[src/design/cls_pkg.sv]
// shared types and constants for the clamped linear scaler
`timescale 1ns / 1ps

package cls_pkg;

    localparam int CFG_IDX_W = 3;

    typedef enum logic [CFG_IDX_W-1:0] {
        CFG_IN_START   = 3'd0,
        CFG_IN_END     = 3'd1,
        CFG_OUT_START  = 3'd2,
        CFG_OUT_END    = 3'd3,
        CFG_IN_OFFSET  = 3'd4,
        CFG_OUT_OFFSET = 3'd5
    } t_cfg_idx;

    // control bits that travel beside the data through the divider
    typedef struct packed {
        logic vld;
        logic neg;
    } t_div_tag;

endpackage

[src/design/cls_div.sv]
// pipelined restoring divider, one quotient bit per register stage
`timescale 1ns / 1ps

module cls_div #(
    parameter int DATA_WIDTH = 16
) (
    input  logic                      i_clk,
    input  logic                      i_rst_n,
    input  cls_pkg::t_div_tag         i_tag,
    input  logic [2*DATA_WIDTH-1:0]   i_dividend,
    input  logic [DATA_WIDTH-1:0]     i_divisor,
    output cls_pkg::t_div_tag         o_tag,
    output logic [2*DATA_WIDTH-1:0]   o_quotient
);

    localparam int DW = DATA_WIDTH;
    localparam int NS = 2 * DATA_WIDTH;

    logic [DW-1:0]     r_rem [NS];
    logic [NS-1:0]     r_num [NS];
    cls_pkg::t_div_tag r_tag [NS];

    for (genvar k = 0; k < NS; k++) begin : g_stage
        logic [DW-1:0]     w_rem_in;
        logic [NS-1:0]     w_num_in;
        cls_pkg::t_div_tag w_tag_in;
        logic [DW:0]       w_trial;
        logic [DW:0]       w_diff;
        logic              w_ge;
        logic [DW-1:0]     n_rem;
        logic [NS-1:0]     n_num;

        if (k == 0) begin : g_first
            assign w_rem_in = '0;
            assign w_num_in = i_dividend;
            assign w_tag_in = i_tag;
        end else begin : g_next
            assign w_rem_in = r_rem[k-1];
            assign w_num_in = r_num[k-1];
            assign w_tag_in = r_tag[k-1];
        end

        // quotient bits shift in at the bottom as dividend bits leave the top
        always_comb begin
            w_trial = {w_rem_in, w_num_in[NS-1]};
            w_diff  = w_trial - {1'b0, i_divisor};
            w_ge    = (w_trial >= {1'b0, i_divisor});
            n_rem   = w_ge ? w_diff[DW-1:0] : w_trial[DW-1:0];
            n_num   = {w_num_in[NS-2:0], w_ge};
        end

        always_ff @(posedge i_clk) begin
            if (!i_rst_n) begin
                r_tag[k] <= '0;
            end else begin
                r_tag[k] <= w_tag_in;
            end
            r_rem[k] <= n_rem;
            r_num[k] <= n_num;
        end
    end

    assign o_tag      = r_tag[NS-1];
    assign o_quotient = r_num[NS-1];

endmodule

[src/design/clamped_linear_scaler.sv]
// top level of the clamped linear scaler
`timescale 1ns / 1ps

// Maps a signed sample from an input range onto an output range with clamps.
// Input: a beat is taken at a clock edge where start is high and busy is low;
// the sample sits on i_raw_sample at that edge.
// Output: o_valid is high for exactly one cycle with o_scaled_value; the
// receiver cannot stall, so results are shown once and never held.
// Configuration: i_cfg_we writes i_cfg_data into register i_cfg_idx (0 in_start,
// 1 in_end, 2 out_start, 3 out_end, 4 in_offset, 5 out_offset); other indexes
// are ignored. Write registers only while no beat is in flight.
// Throughput: one beat per cycle whenever busy is low.
// Pipeline: input offset, input clamp, product, the divider with one stage per
// quotient bit, sign and output base add, and output clamp, each registered in
// turn from the accepting edge to the edge that registers the result.
// Reset: synchronous, clears all valid bits and loads the register defaults;
// busy stays high for one cycle after reset is released.

module clamped_linear_scaler #(
    parameter int DATA_WIDTH = 16
) (
    input  logic                           i_clk,
    input  logic                           i_rst_n,
    input  logic                           start,
    output logic                           busy,
    input  logic signed [DATA_WIDTH-1:0]   i_raw_sample,
    output logic                           o_valid,
    output logic signed [DATA_WIDTH-1:0]   o_scaled_value,
    input  logic                           i_cfg_we,
    input  logic [cls_pkg::CFG_IDX_W-1:0]  i_cfg_idx,
    input  logic [DATA_WIDTH-1:0]          i_cfg_data
);

    localparam int DW = DATA_WIDTH;
    localparam int QW = 2 * DATA_WIDTH;
    localparam int SW = 2 * DATA_WIDTH + 2;

    // configuration registers
    logic signed [DW-1:0] r_in_start;
    logic signed [DW-1:0] r_in_end;
    logic signed [DW-1:0] r_out_start;
    logic signed [DW-1:0] r_out_end;
    logic signed [DW-1:0] r_in_offset;
    logic signed [DW-1:0] r_out_offset;

    // values derived from configuration, static while beats are in flight
    logic [DW-1:0]        r_ir_mag;
    logic                 r_ir_neg;
    logic                 r_ir_zero;
    logic [DW-1:0]        r_or_mag;
    logic                 r_or_neg;
    logic signed [DW:0]   r_out_base;

    logic                 r_busy;

    always_ff @(posedge i_clk) begin
        if (!i_rst_n) begin
            r_in_start   <= '0;
            r_in_end     <= {1'b0, {(DW-1){1'b1}}};
            r_out_start  <= '0;
            r_out_end    <= {1'b0, {(DW-1){1'b1}}};
            r_in_offset  <= '0;
            r_out_offset <= '0;
            r_busy       <= 1'b1;
        end else begin
            r_busy <= 1'b0;
            if (i_cfg_we) begin
                case (cls_pkg::t_cfg_idx'(i_cfg_idx))
                    cls_pkg::CFG_IN_START:   r_in_start   <= i_cfg_data;
                    cls_pkg::CFG_IN_END:     r_in_end     <= i_cfg_data;
                    cls_pkg::CFG_OUT_START:  r_out_start  <= i_cfg_data;
                    cls_pkg::CFG_OUT_END:    r_out_end    <= i_cfg_data;
                    cls_pkg::CFG_IN_OFFSET:  r_in_offset  <= i_cfg_data;
                    cls_pkg::CFG_OUT_OFFSET: r_out_offset <= i_cfg_data;
                    default: begin
                    end
                endcase
            end
        end
    end

    assign busy = r_busy;

    logic signed [DW:0] w_ir;
    logic signed [DW:0] w_or;
    logic signed [DW:0] w_ir_abs;
    logic signed [DW:0] w_or_abs;

    always_comb begin
        w_ir     = {r_in_end[DW-1], r_in_end} - {r_in_start[DW-1], r_in_start};
        w_or     = {r_out_end[DW-1], r_out_end} - {r_out_start[DW-1], r_out_start};
        w_ir_abs = w_ir[DW] ? -w_ir : w_ir;
        w_or_abs = w_or[DW] ? -w_or : w_or;
    end

    always_ff @(posedge i_clk) begin
        r_ir_mag   <= w_ir_abs[DW-1:0];
        r_ir_neg   <= w_ir[DW];
        r_ir_zero  <= (w_ir == '0);
        r_or_mag   <= w_or_abs[DW-1:0];
        r_or_neg   <= w_or[DW];
        r_out_base <= {r_out_start[DW-1], r_out_start} + {r_out_offset[DW-1], r_out_offset};
    end

    // stage 1: add the input offset
    logic                 r_p1_vld;
    logic signed [DW:0]   r_p1_x;

    always_ff @(posedge i_clk) begin
        if (!i_rst_n) begin
            r_p1_vld <= 1'b0;
        end else begin
            r_p1_vld <= start && !r_busy;
        end
        r_p1_x <= {i_raw_sample[DW-1], i_raw_sample} + {r_in_offset[DW-1], r_in_offset};
    end

    // stage 2: input clamp, distance from the range start and its magnitude
    logic signed [DW:0]   w_ia;
    logic signed [DW:0]   w_ib;
    logic signed [DW:0]   w_xc;
    logic signed [DW:0]   w_d;
    logic signed [DW:0]   w_d_abs;
    logic                 r_p2_vld;
    logic [DW-1:0]        r_p2_dmag;
    logic                 r_p2_neg;

    always_comb begin
        w_ia = {r_in_start[DW-1], r_in_start};
        w_ib = {r_in_end[DW-1], r_in_end};
        w_xc = r_p1_x;
        if (w_ia < w_ib) begin
            if (r_p1_x <= w_ia) begin
                w_xc = w_ia;
            end else if (r_p1_x >= w_ib) begin
                w_xc = w_ib;
            end
        end else begin
            if (r_p1_x >= w_ia) begin
                w_xc = w_ia;
            end else if (r_p1_x <= w_ib) begin
                w_xc = w_ib;
            end
        end
        w_d     = w_xc - w_ia;
        w_d_abs = w_d[DW] ? -w_d : w_d;
    end

    always_ff @(posedge i_clk) begin
        if (!i_rst_n) begin
            r_p2_vld <= 1'b0;
        end else begin
            r_p2_vld <= r_p1_vld;
        end
        r_p2_dmag <= w_d_abs[DW-1:0];
        r_p2_neg  <= w_d[DW] ^ r_or_neg ^ r_ir_neg;
    end

    // stage 3: unsigned product of the magnitudes
    logic                 r_p3_vld;
    logic                 r_p3_neg;
    logic [QW-1:0]        r_p3_prod;

    always_ff @(posedge i_clk) begin
        if (!i_rst_n) begin
            r_p3_vld <= 1'b0;
        end else begin
            r_p3_vld <= r_p2_vld;
        end
        r_p3_neg  <= r_p2_neg;
        r_p3_prod <= {{DW{1'b0}}, r_p2_dmag} * {{DW{1'b0}}, r_or_mag};
    end

    cls_pkg::t_div_tag w_div_in_tag;
    cls_pkg::t_div_tag w_div_out_tag;
    logic [QW-1:0]     w_quot;

    assign w_div_in_tag.vld = r_p3_vld;
    assign w_div_in_tag.neg = r_p3_neg;

    cls_div #(
        .DATA_WIDTH (DATA_WIDTH)
    ) u_div (
        .i_clk      (i_clk),
        .i_rst_n    (i_rst_n),
        .i_tag      (w_div_in_tag),
        .i_dividend (r_p3_prod),
        .i_divisor  (r_ir_mag),
        .o_tag      (w_div_out_tag),
        .o_quotient (w_quot)
    );

    // stage 4: apply the sign and add out_start plus out_offset
    logic                 r_p4_vld;
    logic signed [SW-1:0] r_p4_sum;
    logic [SW-1:0]        w_q_ext;

    assign w_q_ext = {2'b00, w_quot};

    always_ff @(posedge i_clk) begin
        if (!i_rst_n) begin
            r_p4_vld <= 1'b0;
        end else begin
            r_p4_vld <= w_div_out_tag.vld;
        end
        // conditional negate folded into the add as invert plus carry in
        r_p4_sum <= (w_q_ext ^ {SW{w_div_out_tag.neg}})
                  + {{(SW-DW-1){r_out_base[DW]}}, r_out_base}
                  + {{(SW-1){1'b0}}, w_div_out_tag.neg};
    end

    // stage 5: output clamp, or the flat range bypass
    logic signed [SW-1:0] w_oa;
    logic signed [SW-1:0] w_ob;
    logic signed [SW-1:0] w_res;
    logic                 r_out_vld;
    logic signed [DW-1:0] r_out_val;

    always_comb begin
        w_oa  = {{(SW-DW){r_out_start[DW-1]}}, r_out_start};
        w_ob  = {{(SW-DW){r_out_end[DW-1]}}, r_out_end};
        w_res = r_p4_sum;
        if (w_oa < w_ob) begin
            if (r_p4_sum <= w_oa) begin
                w_res = w_oa;
            end else if (r_p4_sum >= w_ob) begin
                w_res = w_ob;
            end
        end else begin
            if (r_p4_sum >= w_oa) begin
                w_res = w_oa;
            end else if (r_p4_sum <= w_ob) begin
                w_res = w_ob;
            end
        end
    end

    always_ff @(posedge i_clk) begin
        if (!i_rst_n) begin
            r_out_vld <= 1'b0;
        end else begin
            r_out_vld <= r_p4_vld;
        end
        r_out_val <= r_ir_zero ? r_out_base[DW-1:0] : w_res[DW-1:0];
    end

    assign o_valid        = r_out_vld;
    assign o_scaled_value = r_out_val;

endmodule

[config.mk]
export PLATFORM = sky130hd
export DESIGN_NAME = clamped_linear_scaler
export DESIGN_NICKNAME = d
export VERILOG_FILES = /design/src/design/cls_pkg.sv /design/src/design/cls_div.sv /design/src/design/clamped_linear_scaler.sv
export SDC_FILE = /design/constraint.sdc
export NUM_CORES = 2
export LEC_CHECK = 0
export CORE_ASPECT_RATIO = 1.1
export CORE_MARGIN = 3
export CORE_UTILIZATION = 40
export DETAILED_ROUTE_END_ITERATION = 8
export DONT_BUFFER_PORTS = 1
export SETUP_SLACK_MARGIN = 0.4
export SKIP_CTS_REPAIR_TIMING = 1
export SLEW_MARGIN = 20
export SYNTH_ARGS = -nofsm -noshare
export SYNTH_HDL_FRONTEND = slang
export SYNTH_SLANG_ARGS = --single-unit
[constraint.sdc]
create_clock -name i_clk -period 6.35 [get_ports i_clk]
set_input_delay 0.635 -clock i_clk [delete_from_list [all_inputs] [get_ports i_clk]]
set_output_delay 0.635 -clock i_clk [all_outputs]
set_load 0.05 [all_outputs]
==> metrics <==
outcome finished, final reports clean; Yosys warning count 0; root buf cell clkbuf_16; Least-Margin Pin Slew 1090 ps; CP arrival 6840 ps; Data required, critical path 7110 ps; Routed WL 208,000 um; Max-cap violations 0; global-route wire length before repair 325,000 um; CTS tree yes; Die H 487 um; hold path depth 2; Final Hold Fails 0; critical path endpoint category register; Final Slew Violations 0; fin cells 11,555; Main synth FF type dfxtp_1; Detail Route Antenna Nets 0; setup violators final 0; Placeable Area 209,000 sq um; clk sink count 1,855; post-synth top area share 44.1%; Avg Cell Area, Syn 9.96 sq um; CTS H-tree depth 4; Worst Hold End r_in_end[12]; total grt overflow 0; Detailed Place HPWL 152,000 um; gr busiest metal met2; post-place setup slack -188 ps; clk_skew 98.6 ps; number of port buffers 0; Fill cells 19,519; hold_sp i_cfg_data[12]; I/O pins 57; largest net degree at the start of global routing 100; vias in the first global route 60,280; initial antenna violation count 15; RSZ-0062 raised after global routing yes; chip width 444 um; DR vias/cell 5.17; cell count after placement 11,159; Wirelength per Cell 18.0 um; Synth area leader dfxtp_1; total CTS buffers 187; R2R Path End r_p3_prod[30]; Startpoint Class register; TritonRoute pass-1 iters 6; clk slew on worst S/H paths 60 ps; headroom to the max-slew limit 27.0%; Global Route met1 Usage 22.9%; CTS Buffer Depth 3; Min-Delay Path Class input pin to register; async set-reset flop share out of synthesis 0%; Syn Inst Count 8,455; met3 Usage GRT 2.28%; M2 GR Usage 33.7%; synth top area cells dfxtp_1 (44%), ha_1 (12%), fa_1 (5.5%); Layout area overhead 13.8%; Total GRT Usage 18.8%; final worst-path cycle share 95.7%; EDFF count, synth 0; fmax 165 MHz; # nets final 9,715; worst setup margin 273 ps; Initial DRC Count 3,494; cell area after synthesis 84,200 sq um; Crit Path Max Fanout 5; share of post-route cells with drive strength above 1 10.7%; syn nets 9,544; worst hold slack 9.31 ps; Distinct cells, synth 73; worst reg-to-reg setup slack 270 ps; Initial Util 40.3%; RR Startpoint r_p2_dmag[6]; Vias 59,782; Seq/Total Area, Yosys 44.1%; Seq cells post-synth 1,855; min Tclk post-route 6080 ps; clk_lat worst skew 860 ps; Final GP Congestion 0.908; Die Area 216,000 sq um; Setup CP Type register to register; R2R depth 22; Post-route DRC 0; row count 176
-- layout make-up --
cell class,instances,area (sq um),area share (%)
Inverter,582,2190,2.29
Timing Repair Buffer,171,1440,1.50
Tap cell,2759,3450,3.60
Antenna cell,7,17.5,0.0183
Clock buffer,243,5180,5.41
Multi-Input combinational cell,5829,44700,46.7
Sequential cell,1855,37200,38.8
Clock inverter,109,1640,1.71
-- layout by cell type (no fill, tap or decap), types with 38 or more instances in the layout --
master,instances
dfxtp_1,1827
clkinv_2,38
clkbuf_16,189
xnor2_1,329
o21ai_0,318
nand2_1,504
nand2b_1,84
o211ai_1,39
o21a_1,112
a211oi_1,73
a21o_1,145
nand3_1,95
inv_1,558
nor3_1,140
or2_2,65
o21bai_1,45
mux2_2,216
buf_4,137
mux2i_1,64
nand4_1,152
nor2b_1,82
or3_1,73
ha_1,806
xor2_1,187
a21oi_1,764
and2_1,193
fa_1,221
nor2_1,630
-- logic make-up (layout without fill, tap and decap cells) --
family	Yosys count	in the layout	synth area share [%]
other cells	0	7	0
compound gates	1806	1806	13.2
fa+ha+maj	1050	1050	17.6
mux	280	280	3.65
flops	1855	1855	44.1
xor+xnor	521	521	5.42
buf+inv	772	1105	3.46
simple gates	2171	2172	12.5
-- worst max-delay path by stage --
stage | startpoint | to | slack [ps] | cells past startpoint
after global placement | r_p2_dmag[7] | r_p3_prod[31] | -120 | 23
after global routing | r_p2_dmag[7] | r_p3_prod[30] | 120 | 22
final | r_p2_dmag[6] | r_p3_prod[30] | 270 | 22
after detailed placement | r_p2_dmag[7] | r_p3_prod[31] | -190 | 23
after CTS | r_p2_dmag[7] | r_p3_prod[31] | -160 | 23
after floorplan | r_or_mag[9] | r_p3_prod[30] | 420 | 24
-- per-stage QoR --
| stage | instance area [sq um] | setup TNS (ps) | util, % |
|---|---|---|---|
| 4_1_cts | 94900 | -329 | 45.4 |
| 3_5_place_dp | 88100 | -378 | 42.1 |
| 6_report | 95800 | 0 | 45.8 |
| 2_1_floorplan | 84400 | 0 | - |
| 3_3_place_gp | 88100 | -255 | 42.1 |
| 5_1_grt | 95800 | 0 | 45.8 |
-- worst max-delay path, cell delays in order, from the launching register on --
cell and delay [ps]:
dfxtp_4 380, buf_6 120, nand2_1 80, fa_1 550
inv_1 60, fa_1 480, fa_1 590, fa_1 440
fa_2 590, inv_2 50, fa_1 520, inv_2 50
ha_4 230, a21o_1 190, a21o_1 180, a21o_1 170
a21oi_2 150, o211ai_1 160, nand4_1 180, a21boi_2 80
or4_4 450, a211o_1 300, nand3_1 70
-- state kept, by name, indices dropped and copies added (netlist names), 17 cells and up --
name	cells
r_p3_prod	32
r_p1_x	17
r_p4_sum	34
u_div.r_num	1024
u_div.r_rem	496
u_div.r_tag	64
r_out_base	17
-- synth_stat cells (all sizes together) (19+ instances only) --
master / instances
dfxtp: 1855
ha: 820
a21oi: 774
nor2: 634
inv: 582
nand2: 510
xnor2: 332
o21ai: 324
fa: 230
mux2: 216
and2: 198
xor2: 189
clkbuf: 163
nand4: 152
a21o: 145
nor3: 145
o21a: 113
nand3: 97
nand2b: 84
nor2b: 84
or3: 78
a211oi: 74
or2: 67
mux2i: 64
o21bai: 45
o211ai: 39
nor3b: 37
a31oi: 35
o41ai: 35
a221oi: 34
and3: 33
o211a: 33
o221a: 29
buf: 27
o31ai: 25
nor4: 22
o22ai: 19
-- routing by layer --
layer  vias up  routed length [um]
li1      29661                   -
met1     28479               89100
met2      1234              103000
met3       408                7850
met4         0                7720
met5         -                   0
Power is not shown: default switching activity piles up to over one toggle a cycle in this logic, so the estimate is an artifact.
